==> src/rtl/glyph_texture_gutter_repack_core_macros.svh <==
// ----------------------------------------------------------------------------
// Assertion macros for the glyph texture gutter repack core
// Wrap concurrent assertions clocked on clk and disabled during reset.
// ----------------------------------------------------------------------------
`ifndef GLYPH_TEXTURE_GUTTER_REPACK_CORE_MACROS_SVH
`define GLYPH_TEXTURE_GUTTER_REPACK_CORE_MACROS_SVH

// Same-cycle implication: when ante holds, cons must hold on that edge.
`define GTGR_ASSERT_IMPL(label, ante, cons, msg) \
    label: assert property (@(posedge clk) disable iff (!rst_n) (ante) |-> (cons)) \
        else $error(msg);

// Next-cycle implication: when ante holds, cons must hold on the next edge.
`define GTGR_ASSERT_NEXT(label, ante, cons, msg) \
    label: assert property (@(posedge clk) disable iff (!rst_n) (ante) |=> (cons)) \
        else $error(msg);

`endif

==> src/rtl/gtgr_pkg.sv <==
`timescale 1ns / 1ps
// ----------------------------------------------------------------------------
// gtgr_pkg
// Shared widths, register codes and the divider payload type.
// ----------------------------------------------------------------------------
package gtgr_pkg;

    localparam int MAX_SIDE_LOG2 = 9;
    localparam int SIDE_W        = 4;                    // log2 side registers
    localparam int COORD_W       = MAX_SIDE_LOG2;        // x / y coordinates
    localparam int IDX_W         = 2 * MAX_SIDE_LOG2;    // source index
    localparam int ADDR_W        = IDX_W + 1;            // destination address
    localparam int TEXEL_W       = 16;
    localparam int GW_W          = MAX_SIDE_LOG2 + 1;    // glyph width
    localparam int DX_W          = MAX_SIDE_LOG2 + 1;    // placed column
    localparam int CFG_IDX_W     = 2;
    localparam int CFG_DATA_W    = GW_W;
    localparam int DIV_BITS      = 3;                    // quotient bits per stage
    localparam int DIV_STAGES    = (COORD_W + DIV_BITS - 1) / DIV_BITS;
    localparam int S_DATA_W      = ((IDX_W + TEXEL_W + 7) / 8) * 8;
    localparam int M_DATA_W      = ((ADDR_W + TEXEL_W + 7) / 8) * 8;

    typedef enum logic [1:0] {
        LAYOUT_RECT      = 2'd0,
        LAYOUT_TWIDDLED  = 2'd1,
        LAYOUT_RECT_TWID = 2'd2,
        LAYOUT_UNSUP     = 2'd3
    } layout_t;

    typedef enum logic [CFG_IDX_W-1:0] {
        CFG_WIDTH_LOG2  = 2'd0,
        CFG_HEIGHT_LOG2 = 2'd1,
        CFG_GLYPH_WIDTH = 2'd2,
        CFG_LAYOUT      = 2'd3
    } cfg_idx_t;

    // Column divide in flight: numerator bits are consumed from the top.
    typedef struct packed {
        logic [COORD_W-1:0] num;
        logic [GW_W-1:0]    rem;
        logic [COORD_W-1:0] quo;
        logic [COORD_W-1:0] y;
        logic [TEXEL_W-1:0] texel;
    } div_t;

endpackage

==> src/rtl/gtgr_div_stage.sv <==
`timescale 1ns / 1ps
// ----------------------------------------------------------------------------
// gtgr_div_stage
// One registered stage of the restoring column divide by glyph width.
// ----------------------------------------------------------------------------
module gtgr_div_stage (
    input  logic                      clk,
    input  logic                      rst_n,
    input  logic [gtgr_pkg::GW_W-1:0] glyph_width,
    input  logic                      in_valid,
    output logic                      in_ready,
    input  gtgr_pkg::div_t            in_data,
    output logic                      out_valid,
    input  logic                      out_ready,
    output gtgr_pkg::div_t            out_data
);
    import gtgr_pkg::*;

    logic  valid_reg;
    logic  valid_next;
    div_t  data_reg;
    div_t  data_next;

    // Retire DIV_BITS quotient bits.
    always_comb
    begin
        logic [GW_W:0] trial;
        data_next = in_data;
        for (int b = 0; b < DIV_BITS; b++)
        begin
            trial = {data_next.rem, data_next.num[COORD_W-1]};
            data_next.num = {data_next.num[COORD_W-2:0], 1'b0};
            if (trial >= {1'b0, glyph_width})
            begin
                trial = trial - {1'b0, glyph_width};
                data_next.quo = {data_next.quo[COORD_W-2:0], 1'b1};
            end
            else
            begin
                data_next.quo = {data_next.quo[COORD_W-2:0], 1'b0};
            end
            data_next.rem = trial[GW_W-1:0];
        end
    end

    assign in_ready   = !valid_reg || out_ready;
    assign valid_next = in_ready ? in_valid : valid_reg;

    always_ff @(posedge clk or negedge rst_n)
    begin
        if (!rst_n)
        begin
            valid_reg <= 1'b0;
        end
        else
        begin
            valid_reg <= valid_next;
        end
    end

    always_ff @(posedge clk)
    begin
        if (in_ready && in_valid)
        begin
            data_reg <= data_next;
        end
    end

    assign out_valid = valid_reg;
    assign out_data  = data_reg;

endmodule

==> src/rtl/glyph_texture_gutter_repack_core.sv <==
`timescale 1ns / 1ps
// ----------------------------------------------------------------------------
// glyph_texture_gutter_repack_core
// Places source font texels into a texture twice as wide, with a transparent
// gutter beside every glyph cell, and clears that gutter on the fly.
// ----------------------------------------------------------------------------
//
//  channel   direction  tdata (low bit first)               tlast
//  --------  ---------  ----------------------------------  ------------
//  s_axis    in         src_index[17:0], texel_in[15:0]     -
//  m_axis    out        dst_address[18:0], texel_out[15:0]  last_of_item
//  cfg       in         cfg_index picks register, cfg_wdata is the value
//
//  Pipeline: decode, three divide stages (3 quotient bits each), multiply,
//  output register; m_tvalid is driven from the output register.
//  A texel is taken every cycle while s_tready is high; each kept one gives a
//  texel and a gutter request, so m_axis sets the rate; dropped texels give none.
//  Reset clears every valid bit and loads the register defaults.
//  A stall on m_axis holds each stage in place; bubbles close up first.
//
module glyph_texture_gutter_repack_core (
    input  logic                                  clk,
    input  logic                                  rst_n,
    // configuration write port
    input  logic                                  cfg_we,
    input  logic [gtgr_pkg::CFG_IDX_W-1:0]        cfg_index,
    input  logic [gtgr_pkg::CFG_DATA_W-1:0]       cfg_wdata,
    // source texels
    input  logic                                  s_tvalid,
    output logic                                  s_tready,
    input  logic [gtgr_pkg::S_DATA_W-1:0]         s_tdata,  // src_index, texel_in
    // destination writes
    output logic                                  m_tvalid,
    input  logic                                  m_tready,
    output logic [gtgr_pkg::M_DATA_W-1:0]         m_tdata,  // dst_address, texel_out
    output logic                                  m_tlast   // last_of_item
);
    import gtgr_pkg::*;

    `include "glyph_texture_gutter_repack_core_macros.svh"

    // ------------------------------------------------------------------
    // Configuration registers
    // ------------------------------------------------------------------
    logic [SIDE_W-1:0] width_log2_reg;
    logic [SIDE_W-1:0] height_log2_reg;
    logic [GW_W-1:0]   glyph_width_reg;
    layout_t           layout_reg;

    always_ff @(posedge clk or negedge rst_n)
    begin
        if (!rst_n)
        begin
            width_log2_reg  <= SIDE_W'(3);
            height_log2_reg <= SIDE_W'(3);
            glyph_width_reg <= GW_W'(8);
            layout_reg      <= LAYOUT_RECT;
        end
        else if (cfg_we)
        begin
            case (cfg_index)
                CFG_WIDTH_LOG2:  width_log2_reg  <= cfg_wdata[SIDE_W-1:0];
                CFG_HEIGHT_LOG2: height_log2_reg <= cfg_wdata[SIDE_W-1:0];
                CFG_GLYPH_WIDTH: glyph_width_reg <= cfg_wdata[GW_W-1:0];
                CFG_LAYOUT:      layout_reg      <= layout_t'(cfg_wdata[1:0]);
                default:         ;
            endcase
        end
    end

    // Saturate side sizes to the largest supported texture.
    logic [SIDE_W-1:0] wl;
    logic [SIDE_W-1:0] hl;
    logic [SIDE_W-1:0] tl;

    assign wl = (width_log2_reg  > SIDE_W'(MAX_SIDE_LOG2)) ? SIDE_W'(MAX_SIDE_LOG2)
                                                           : width_log2_reg;
    assign hl = (height_log2_reg > SIDE_W'(MAX_SIDE_LOG2)) ? SIDE_W'(MAX_SIDE_LOG2)
                                                           : height_log2_reg;
    assign tl = (wl < hl) ? wl : hl;   // side of one square Morton tile

    // ------------------------------------------------------------------
    // Stage A: split the index into x / y, drop ineligible texels
    // ------------------------------------------------------------------
    logic [IDX_W-1:0]   src_index;
    logic [TEXEL_W-1:0] texel_in;
    logic [COORD_W-1:0] x_dec;
    logic [COORD_W-1:0] y_dec;
    logic               keep;

    assign src_index = s_tdata[IDX_W-1:0];
    assign texel_in  = s_tdata[IDX_W +: TEXEL_W];

    always_comb
    begin
        logic [COORD_W-1:0] xm;
        logic [COORD_W-1:0] ym;
        logic [IDX_W-1:0]   tile;
        logic [IDX_W-1:0]   rect_y;
        xm = '0;
        ym = '0;
        for (int b = 0; b < COORD_W; b++)
        begin
            if (SIDE_W'(b) < tl)
            begin
                ym[b] = src_index[2*b];
                xm[b] = src_index[2*b+1];
            end
        end
        tile   = src_index >> ({1'b0, tl} << 1);
        rect_y = src_index >> wl;

        if (layout_reg == LAYOUT_RECT)
        begin
            x_dec = src_index[COORD_W-1:0] & COORD_W'((COORD_W+1)'(1) << wl) - COORD_W'(1);
            y_dec = rect_y[COORD_W-1:0];
        end
        else if (wl > hl)
        begin
            // Tiles stack along x.
            x_dec = xm | (tile[COORD_W-1:0] << tl);
            y_dec = ym;
        end
        else
        begin
            // Tiles stack along y (no tiles beyond the first when square).
            x_dec = xm;
            y_dec = ym | (tile[COORD_W-1:0] << tl);
        end

        keep = (layout_reg != LAYOUT_UNSUP) && (glyph_width_reg != '0)
            && ((src_index >> ({1'b0, wl} + {1'b0, hl})) == '0);
    end

    logic  a_valid_reg;
    logic  a_valid_next;
    div_t  a_data_reg;
    div_t  a_data_next;
    logic  a_ready;

    assign a_data_next = '{num: x_dec, rem: '0, quo: '0, y: y_dec, texel: texel_in};
    assign s_tready    = !a_valid_reg || a_ready;
    assign a_valid_next = s_tready ? (s_tvalid && keep) : a_valid_reg;

    always_ff @(posedge clk or negedge rst_n)
    begin
        if (!rst_n)
        begin
            a_valid_reg <= 1'b0;
        end
        else
        begin
            a_valid_reg <= a_valid_next;
        end
    end

    always_ff @(posedge clk)
    begin
        if (s_tready && s_tvalid)
        begin
            a_data_reg <= a_data_next;
        end
    end

    // ------------------------------------------------------------------
    // Divide stages: quotient and remainder of x by glyph width
    // ------------------------------------------------------------------
    logic [DIV_STAGES:0] d_valid;
    logic [DIV_STAGES:0] d_ready;
    div_t                d_data [DIV_STAGES+1];

    assign d_valid[0] = a_valid_reg;
    assign d_data[0]  = a_data_reg;
    assign a_ready    = d_ready[0];

    for (genvar k = 0; k < DIV_STAGES; k++)
    begin : g_div
        gtgr_div_stage u_div (
            .clk         (clk),
            .rst_n       (rst_n),
            .glyph_width (glyph_width_reg),
            .in_valid    (d_valid[k]),
            .in_ready    (d_ready[k]),
            .in_data     (d_data[k]),
            .out_valid   (d_valid[k+1]),
            .out_ready   (d_ready[k+1]),
            .out_data    (d_data[k+1])
        );
    end

    // ------------------------------------------------------------------
    // Stage E: placed column dx = 2 * G * quotient + remainder
    // ------------------------------------------------------------------
    div_t                dq;
    logic [ADDR_W-1:0]   prod;
    logic                e_valid_reg;
    logic                e_valid_next;
    logic [DX_W-1:0]     e_dx_reg;
    logic [DX_W-1:0]     e_dx_next;
    logic [COORD_W-1:0]  e_y_reg;
    logic [TEXEL_W-1:0]  e_texel_reg;
    logic                e_ready;
    logic                f_ready;

    assign dq        = d_data[DIV_STAGES];
    assign prod      = ADDR_W'(dq.quo) * ADDR_W'(glyph_width_reg);
    assign e_dx_next = DX_W'({prod, 1'b0} + (ADDR_W+1)'(dq.rem));

    assign e_ready              = !e_valid_reg || f_ready;
    assign d_ready[DIV_STAGES]  = e_ready;
    assign e_valid_next         = e_ready ? d_valid[DIV_STAGES] : e_valid_reg;

    always_ff @(posedge clk or negedge rst_n)
    begin
        if (!rst_n)
        begin
            e_valid_reg <= 1'b0;
        end
        else
        begin
            e_valid_reg <= e_valid_next;
        end
    end

    always_ff @(posedge clk)
    begin
        if (e_ready && d_valid[DIV_STAGES])
        begin
            e_dx_reg    <= e_dx_next;
            e_y_reg     <= dq.y;
            e_texel_reg <= dq.texel;
        end
    end

    // ------------------------------------------------------------------
    // Stage F: output register, texel request then gutter request
    // ------------------------------------------------------------------
    logic [ADDR_W-1:0]  row_base;
    logic [ADDR_W-1:0]  addr_next;
    logic [ADDR_W-1:0]  gutter_next;
    logic               f_valid_reg;
    logic               f_valid_next;
    logic               f_phase_reg;
    logic               f_phase_next;
    logic [ADDR_W-1:0]  f_addr_reg;
    logic [ADDR_W-1:0]  f_gutter_reg;
    logic [TEXEL_W-1:0] f_texel_reg;
    logic               f_load;

    assign row_base    = ADDR_W'(e_y_reg) << ({1'b0, wl} + 5'd1);
    assign addr_next   = row_base + ADDR_W'(e_dx_reg);
    assign gutter_next = addr_next + ADDR_W'(glyph_width_reg);

    // Free once the gutter request leaves.
    assign f_ready = !f_valid_reg || (m_tready && f_phase_reg);
    assign f_load  = f_ready && e_valid_reg;

    always_comb
    begin
        f_valid_next = f_valid_reg;
        f_phase_next = f_phase_reg;
        if (f_load)
        begin
            f_valid_next = 1'b1;
            f_phase_next = 1'b0;
        end
        else if (f_valid_reg && m_tready)
        begin
            // Advance to the gutter, or drop the finished pair.
            f_valid_next = !f_phase_reg;
            f_phase_next = 1'b1;
        end
    end

    always_ff @(posedge clk or negedge rst_n)
    begin
        if (!rst_n)
        begin
            f_valid_reg <= 1'b0;
            f_phase_reg <= 1'b0;
        end
        else
        begin
            f_valid_reg <= f_valid_next;
            f_phase_reg <= f_phase_next;
        end
    end

    always_ff @(posedge clk)
    begin
        if (f_load)
        begin
            f_addr_reg   <= addr_next;
            f_gutter_reg <= gutter_next;
            f_texel_reg  <= e_texel_reg;
        end
    end

    assign m_tvalid = f_valid_reg;
    assign m_tlast  = f_phase_reg;
    assign m_tdata  = M_DATA_W'({(f_phase_reg ? TEXEL_W'(0) : f_texel_reg),
                                 (f_phase_reg ? f_gutter_reg : f_addr_reg)});

    // ------------------------------------------------------------------
    // Assertions
    // ------------------------------------------------------------------
    `GTGR_ASSERT_NEXT(a_gutter_follows, m_tvalid && m_tready && !m_tlast,
        m_tvalid && m_tlast, "gutter request did not follow texel request")
    `GTGR_ASSERT_IMPL(a_gutter_zero, m_tvalid && m_tlast,
        m_tdata[ADDR_W +: TEXEL_W] == '0, "gutter request carries nonzero texel")
    `GTGR_ASSERT_IMPL(a_stall_source, !s_tready,
        m_tvalid && !(m_tready && m_tlast), "input held off while output drains")

endmodule
==> config.mk <==
export PLATFORM = sky130hd
export DESIGN_NAME = glyph_texture_gutter_repack_core
export DESIGN_NICKNAME = d
export VERILOG_FILES = /design/src/rtl/gtgr_pkg.sv /design/src/rtl/gtgr_div_stage.sv /design/src/rtl/glyph_texture_gutter_repack_core.sv
export VERILOG_INCLUDE_DIRS = /design/src /design/src/rtl
export SDC_FILE = /design/constraint.sdc
export NUM_CORES = 1
export LEC_CHECK = 0
export BUFFER_PORTS_ARGS = -buffer_cell sky130_fd_sc_hd__buf_2
export CORE_MARGIN = 2
export CORE_UTILIZATION = 57
export CTS_CLUSTER_SIZE = 8
export DETAILED_ROUTE_END_ITERATION = 8
export PLACE_DENSITY = 0.83
export SLEW_MARGIN = 20
export SYNTH_ARGS = -nofsm -noshare
export SYNTH_HDL_FRONTEND = slang
export SYNTH_SLANG_ARGS = --single-unit
==> constraint.sdc <==
create_clock -name clk -period 8.25 [get_ports clk]
set_clock_uncertainty 0.1 [all_clocks]
set_input_delay 1.65 -clock clk [delete_from_list [all_inputs] [get_ports clk]]
set_output_delay 1.65 -clock clk [all_outputs]
set_load 0.005 [all_outputs]
==> results of run 1 <==
[layout by cell type, fill, tap and decap left out, types with 12 or more instances in the layout]
| cell | count |
|---|---|
| buf_2 | 88 |
| mux2_1 | 15 |
| nor2_1 | 117 |
| xnor2_1 | 79 |
| buf_4 | 29 |
| inv_1 | 111 |
| mux2i_1 | 29 |
| a21o_1 | 40 |
| nor3_1 | 31 |
| nand3_1 | 30 |
| o211ai_1 | 12 |
| a211oi_1 | 21 |
| and2_1 | 22 |
| o21ai_1 | 20 |
| o21bai_1 | 12 |
| nand4_1 | 20 |
| o21a_1 | 17 |
| ha_1 | 137 |
| edfxtp_1 | 255 |
| nor2b_1 | 38 |
| nand2b_1 | 25 |
| a21oi_1 | 129 |
| clkbuf_1 | 26 |
| clkbuf_16 | 43 |
| o21ai_0 | 80 |
| fa_1 | 30 |
| mux2_2 | 62 |
| dfrtp_1 | 22 |
| nand2_1 | 137 |
| xor2_1 | 35 |
[what timing repair did]
action / in CTS / in global routing
setup endpoints to repair: 0 / 14
hold buffers: 0 / 0
gates resized for setup: 0 / 3
hold endpoints to repair: 0 / 0
[logic make-up after synthesis]
kind of cell             Yosys count  synth area share [%]
flip-flops                       282                 43.51
buffers and inverters            187                 3.897
AO/OA/AOI/OAI                    453                 15.61
multiplexers                     121                 7.488
AND/OR/NAND/NOR                  476                 12.19
other                              1               0.01957
XOR/XNOR                         114                 5.210
adder cells (fa/ha/maj)          167                 12.08
[routing by layer]
metal / vias up / routed length (µm) / part of all wire [%]
met5: - / 0 / 0
li1: 6824 / - / -
met4: 0 / 1697 / 3.5
met3: 138 / 3753 / 7.8
met1: 7082 / 19140 / 40
met2: 716 / 23620 / 49
[critical path, delay by kind of cell (launching register included)]
family          cells  cell delay [ps]
fa+ha+maj           3             1020
flops               1              550
simple gates        6              780
compound gates     15             3610
buf+inv             3              510
mux                 2              790
[final cells by class]
type                    instances  share of cell area [%]
repair buffers                117                   3.081
clock buffers                  71                   5.624
well taps                     448                   2.624
flip-flops and latches        282                   39.04
clock inverters                 2                  0.1582
multi-input cells            1336                   47.41
inverters                     117                   2.056
[stage by stage]
| stage | hold slack, ps | instance area [µm²] |
|---|---|---|
| after floorplan | 300.3 | 19180 |
| after detailed placement | 304.5 | 20110 |
| after global routing | 313.0 | 21360 |
| after CTS | 309.9 | 21340 |
| after global placement | 300.5 | 20110 |
| final | 309.1 | 21360 |
[path summary, 6_finish.rpt]
check                                                           from                                     to  slack (ps)  depth (start not counted)
worst min-delay path            g_div[2].u_div.out_data[8]$_DFFE_PP_               e_texel_reg[8]$_DFFE_PP_         310                          0
worst max-delay path                  glyph_width_reg[5]$_DFFE_PN0P_  g_div[1].u_div.out_data[41]$_DFFE_PP_         630                         29
worst min register to register  g_div[2].u_div.out_data[8]$_DFFE_PP_               e_texel_reg[8]$_DFFE_PP_         310                          0
max in group asynchronous                                      rst_n         glyph_width_reg[4]$_DFFE_PN0P_        6490                          1
worst max register to register        glyph_width_reg[5]$_DFFE_PN0P_  g_div[1].u_div.out_data[41]$_DFFE_PP_         630                         29
min in group asynchronous                                      rst_n   g_div[0].u_div.out_valid$_DFFE_PN0P_        1070                          1
==> key figures, run 1 <==
Logic synthesis
  • Synth top cells by count: 255 x edfxtp_1, 137 x ha_1, 137 x nand2_1, 129 x a21oi_1, 117 x nor2_1
  • Asr flop ratio synth: 9.574%
  • Mapped Cells: 1,801
  • Synth Cell Area: 19,170 µm²
  • Synth Flop Type: edfxtp_1
  • Seq/Total Area, Yosys: 43.51%
  • Synth unique cells: 96
  • Post-synth top area share: 39.95%
  • Cell taking the most area after synthesis: edfxtp_1
  • Synth area leaders: edfxtp_1 40%, ha_1 8.9%, mux2_2 3.6%
  • Cell with the most instances after synthesis: edfxtp_1
  • Number of synthesized flops with an enable pin: 255
  • Yosys reg bits: 282
  • Yosys Warn Count: 0
  • Mean Syn Cell Area: 10.64 µm²

Setup path
  • Crit. End Element: flip-flop
  • Crit-path max FO: 11
  • CP required: 8410 ps
  • Crit path launch type: flip-flop
  • CP peak stage delay: 550 ps
  • Slowest cell on the critical path: dfrtp_1
  • Critical path class: flip-flop to flip-flop
  • Arrival @ worst endpoint: 7780 ps

Global routing
  • GR Util met3: 4.522%
  • Vias in the first global route: 14,760
  • Met2 Usage GRT: 47.30%
  • Largest net degree at the start of global routing: 47
  • Initial antenna violation count: 0
  • Grt met1 use: 34.68%
  • Congestion Overflow GR: 0
  • Global-route wire length before repair: 76.99 mm
  • Global Route Usage Sum: 27.36%
  • Layer with the highest usage: met2

Floorplanning
  • Placement row count: 67
  • Number of top-level pins: 100
  • Die Wd: 187.4 µm
  • Die Ht: 187.4 µm
  • Core area: 33,280 µm²
  • Initial Util: 57.59%
  • Full die area: 35,110 µm²

Min path
  • Hold WC Path Type: flip-flop to flip-flop

STA
  • Final Hold Viols: 0
  • Max Freq: 0.1313 GHz
  • Final setup margin: 631.0 ps
  • Worst Max-Slew Pin Slew: 1071 ps
  • Unrepaired setup endpoints after global routing: false
  • Final Setup Violations: 0
  • Min Tclk post-route: 7619 ps
  • Max Slew Vio Count: 0
  • Total negative slack: 0 ps
  • Period utilization: 92.35%
  • Slew HR: 28.60%

Route
  • Number of DRC markers in iteration 0: 1,390
  • First-pass iteration count of the detailed router: 6
  • Antenna Violating Nets Remaining: 0
  • Via count: 14,760
  • DRC: 0
  • Via density: 6.220
  • WL per Instance: 20.32 µm
  • Drt total wl: 48.21 mm

Clocking
  • Clock Pin Slew Worst Setup and Hold Paths: 50 ps
  • Max Root-Sink Buffers: 3
  • CTS tree: built
  • CTS sink cnt: 282
  • CTS buffer count: 41
  • CTS Root Buffer Type: clkbuf_16
  • CTS H-tree lvls: 2
  • Post-CTS Setup Bufs: 0
  • Clk_lat worst skew: 530 ps

Cells and area
  • Area occupied by multi-input gates: 10,130 µm²
  • Register area: 8339 µm²
  • Fin util: 64.18%
  • Layout fillers: 2,516
  • Share of layout cells above drive strength 1: 15.01%
  • Antenna diodes: 0
  • Nets@finish: 2,119
  • Area delta synth->final: 11.44%
  • Final non-filler cell total: 2,373
  • Max reg flops: 132

Job
  • # Max-Cap Violations: 0

Place
  • Routability Congestion: 0.9334
  • Post-DP HPWL: 34.08 mm
  • Place WS: 566.6 ps
  • PortBufs: 88
  • Cell total after placement: 2,300

Status
  • Status: finished clean
Power of run 1 is not shown: default switching activity piles up to over one toggle a cycle in this logic, so the estimate is an artifact.
==> run 2: changes to the inputs <==
==> constraint.sdc (replaced) <==
create_clock -name clk -period 6.9 [get_ports clk]
set_clock_uncertainty 0.1 [all_clocks]
set_input_delay 1.38 -clock clk [delete_from_list [all_inputs] [get_ports clk]]
set_output_delay 1.38 -clock clk [all_outputs]
set_load 0.005 [all_outputs]
==> run 2 against run 1 <==
Effect of this change: register-to-register slack worse by 570 ps; clock-buffer cell count shrank 7; non-clock buffer count rose by 47; worst hold slack hardly changed; flip-flop and latch count did not move; first-iteration DRC count barely moved.
==> key figures, run 2 (synthesis gave the netlist of run 1 again) <==
STA
  • Worst Max-Slew Pin Slew: 1059 ps
  • Total negative slack: 0 ps
  • Final Hold Viols: 0
  • Unrepaired setup endpoints after global routing: true
  • Min Tclk post-route: 6839 ps
  • Max Slew Vio Count: 0
  • Period utilization: 99.11%
  • Max Freq: 0.1462 GHz
  • Slew HR: 29.37%
  • Final Setup Violations: 0

Global routing
  • Global-route wire length before repair: 75.64 mm
  • Congestion Overflow GR: 0
  • Vias in the first global route: 14,500
  • Largest net degree at the start of global routing: 47
  • Global Route Usage Sum: 27.14%
  • Initial antenna violation count: 0

Min path
  • Hold path depth: 0
  • Hold WC Path Type: flip-flop to flip-flop

Route
  • Via count: 15,060
  • WL per Instance: 20.60 µm
  • First-pass iteration count of the detailed router: 5
  • Number of DRC markers in iteration 0: 1,389
  • DRC: 0
  • Antenna Violating Nets Remaining: 0
  • Drt total wl: 49.78 mm
  • Via density: 6.230

Cells and area
  • Most frequent cells in the layout: 255 x edfxtp_1, 135 x nand2_1, 127 x ha_1
  • Fin util: 66.36%
  • Commonest non-fill, non-tap cell in the layout: edfxtp_1
  • Layout fillers: 2,365
  • Area delta synth->final: 15.24%
  • Max reg flops: 132
  • Antenna diodes: 0
  • Share of layout cells above drive strength 1: 20.26%
  • Finished Cell Area: 22,090 µm²
  • Register area: 8342 µm²
  • Area occupied by multi-input gates: 10,530 µm²
  • Nets@finish: 2,169

Clocking
  • Post-cts hold buffer count: 0
  • CTS tree: built
  • Clk_lat worst skew: 530 ps
  • CTS Root Buffer Type: clkbuf_16
  • CTS H-tree lvls: 2
  • Clock Pin Slew Worst Setup and Hold Paths: 50 ps
  • Max Root-Sink Buffers: 3
  • CTS buffer count: 41
  • CTS sink cnt: 282

Place
  • Post-DP HPWL: 35.19 mm
  • PortBufs: 88
  • Routability Congestion: 0.9499
  • Post-Place Cell Area: 20,440 µm²

Setup path
  • CP most frequent cell: ha_4
  • CP required: 7070 ps
  • Crit path launch type: flip-flop
  • Arrival @ worst endpoint: 7010 ps
  • Critical path class: flip-flop to flip-flop
  • R2R cell count: 30
  • Slowest cell on the critical path: dfstp_2
  • WP buf/inv: 5
  • Crit-path max FO: 6
  • CP delay by family, top: compound AO/OA/AOI/OAI gates
  • Crit. End Element: flip-flop
  • CP Depth: 30
  • CP peak stage delay: 540 ps

Floorplanning
  • Die Ht: 187.4 µm
  • Number of top-level pins: 100
  • Core area: 33,280 µm²
  • Die Wd: 187.4 µm
  • Full die area: 35,110 µm²
  • Placement row count: 67
  • Initial Util: 57.59%

Job
  • # Max-Cap Violations: 0

Status
  • Status: finished clean
## run 2: changes by cell type in the layout (fill, tap and decap cells not counted), sizes merged
cell,before,now
clkinvlp,0,1
buf,117,164
and2,26,27
a221o,4,5
clkbuf,71,64
o32ai,2,3
## run 2: routing by layer
layer | vias up | global-route usage [%] | wire [µm]
met4 | 0 | 11.66 | 2235
li1 | 6929 | - | -
met2 | 746 | 46.34 | 24020
met5 | - | 0 | 0
met1 | 7218 | 34.77 | 19880
met3 | 164 | 3.734 | 3646
## run 2: worst paths after layout
| kind | start | endpoint | slack [ps] |
|---|---|---|---|
| setup / recovery | glyph_width_reg[3]$_DFFE_PN1P_ | g_div[1].u_div.out_data[38]$_DFFE_PP_ | 60 |
| hold / removal | g_div[1].u_div.out_data[8]$_DFFE_PP_ | g_div[2].u_div.out_data[8]$_DFFE_PP_ | 310 |
| setup reg to reg | glyph_width_reg[3]$_DFFE_PN1P_ | g_div[1].u_div.out_data[38]$_DFFE_PP_ | 60 |
| hold reg to reg | g_div[1].u_div.out_data[8]$_DFFE_PP_ | g_div[2].u_div.out_data[8]$_DFFE_PP_ | 310 |
| max in group asynchronous | rst_n | glyph_width_reg[1]$_DFFE_PN0P_ | 5330 |
| min in group asynchronous | rst_n | g_div[2].u_div.out_valid$_DFFE_PN0P_ | 820 |
## run 2: through the flow
stage               setup slack [ps]  hold slack [ps]  instances
floorplan                     -303.2            300.3       1805
global placement               46.93            300.4       2323
detailed placement            -115.6            304.5       2323
CTS                            3.693            309.3       2392
global route                  -143.0            318.0       2417
finish                         61.15            309.1       2417
## run 2: timing repair
action,4_1_cts,5_1_grt
endpoints found under the setup margin,13,33
pin swaps,4,28
cloned,0,3
hold endpoints to repair,0,0
setup buffers,2,23
resized for setup,1,54
## run 2: area by class of cell
type / instances / share of cell area [%]
clock inverter: 3 / 0.1983
sequential: 282 / 37.77
multi-input combinational: 1339 / 47.68
inverter: 117 / 2.005
timing repair buffer: 164 / 4.628
clock buffer: 64 / 5.178
tap: 448 / 2.538
Power of run 2 is left out for the same reason.
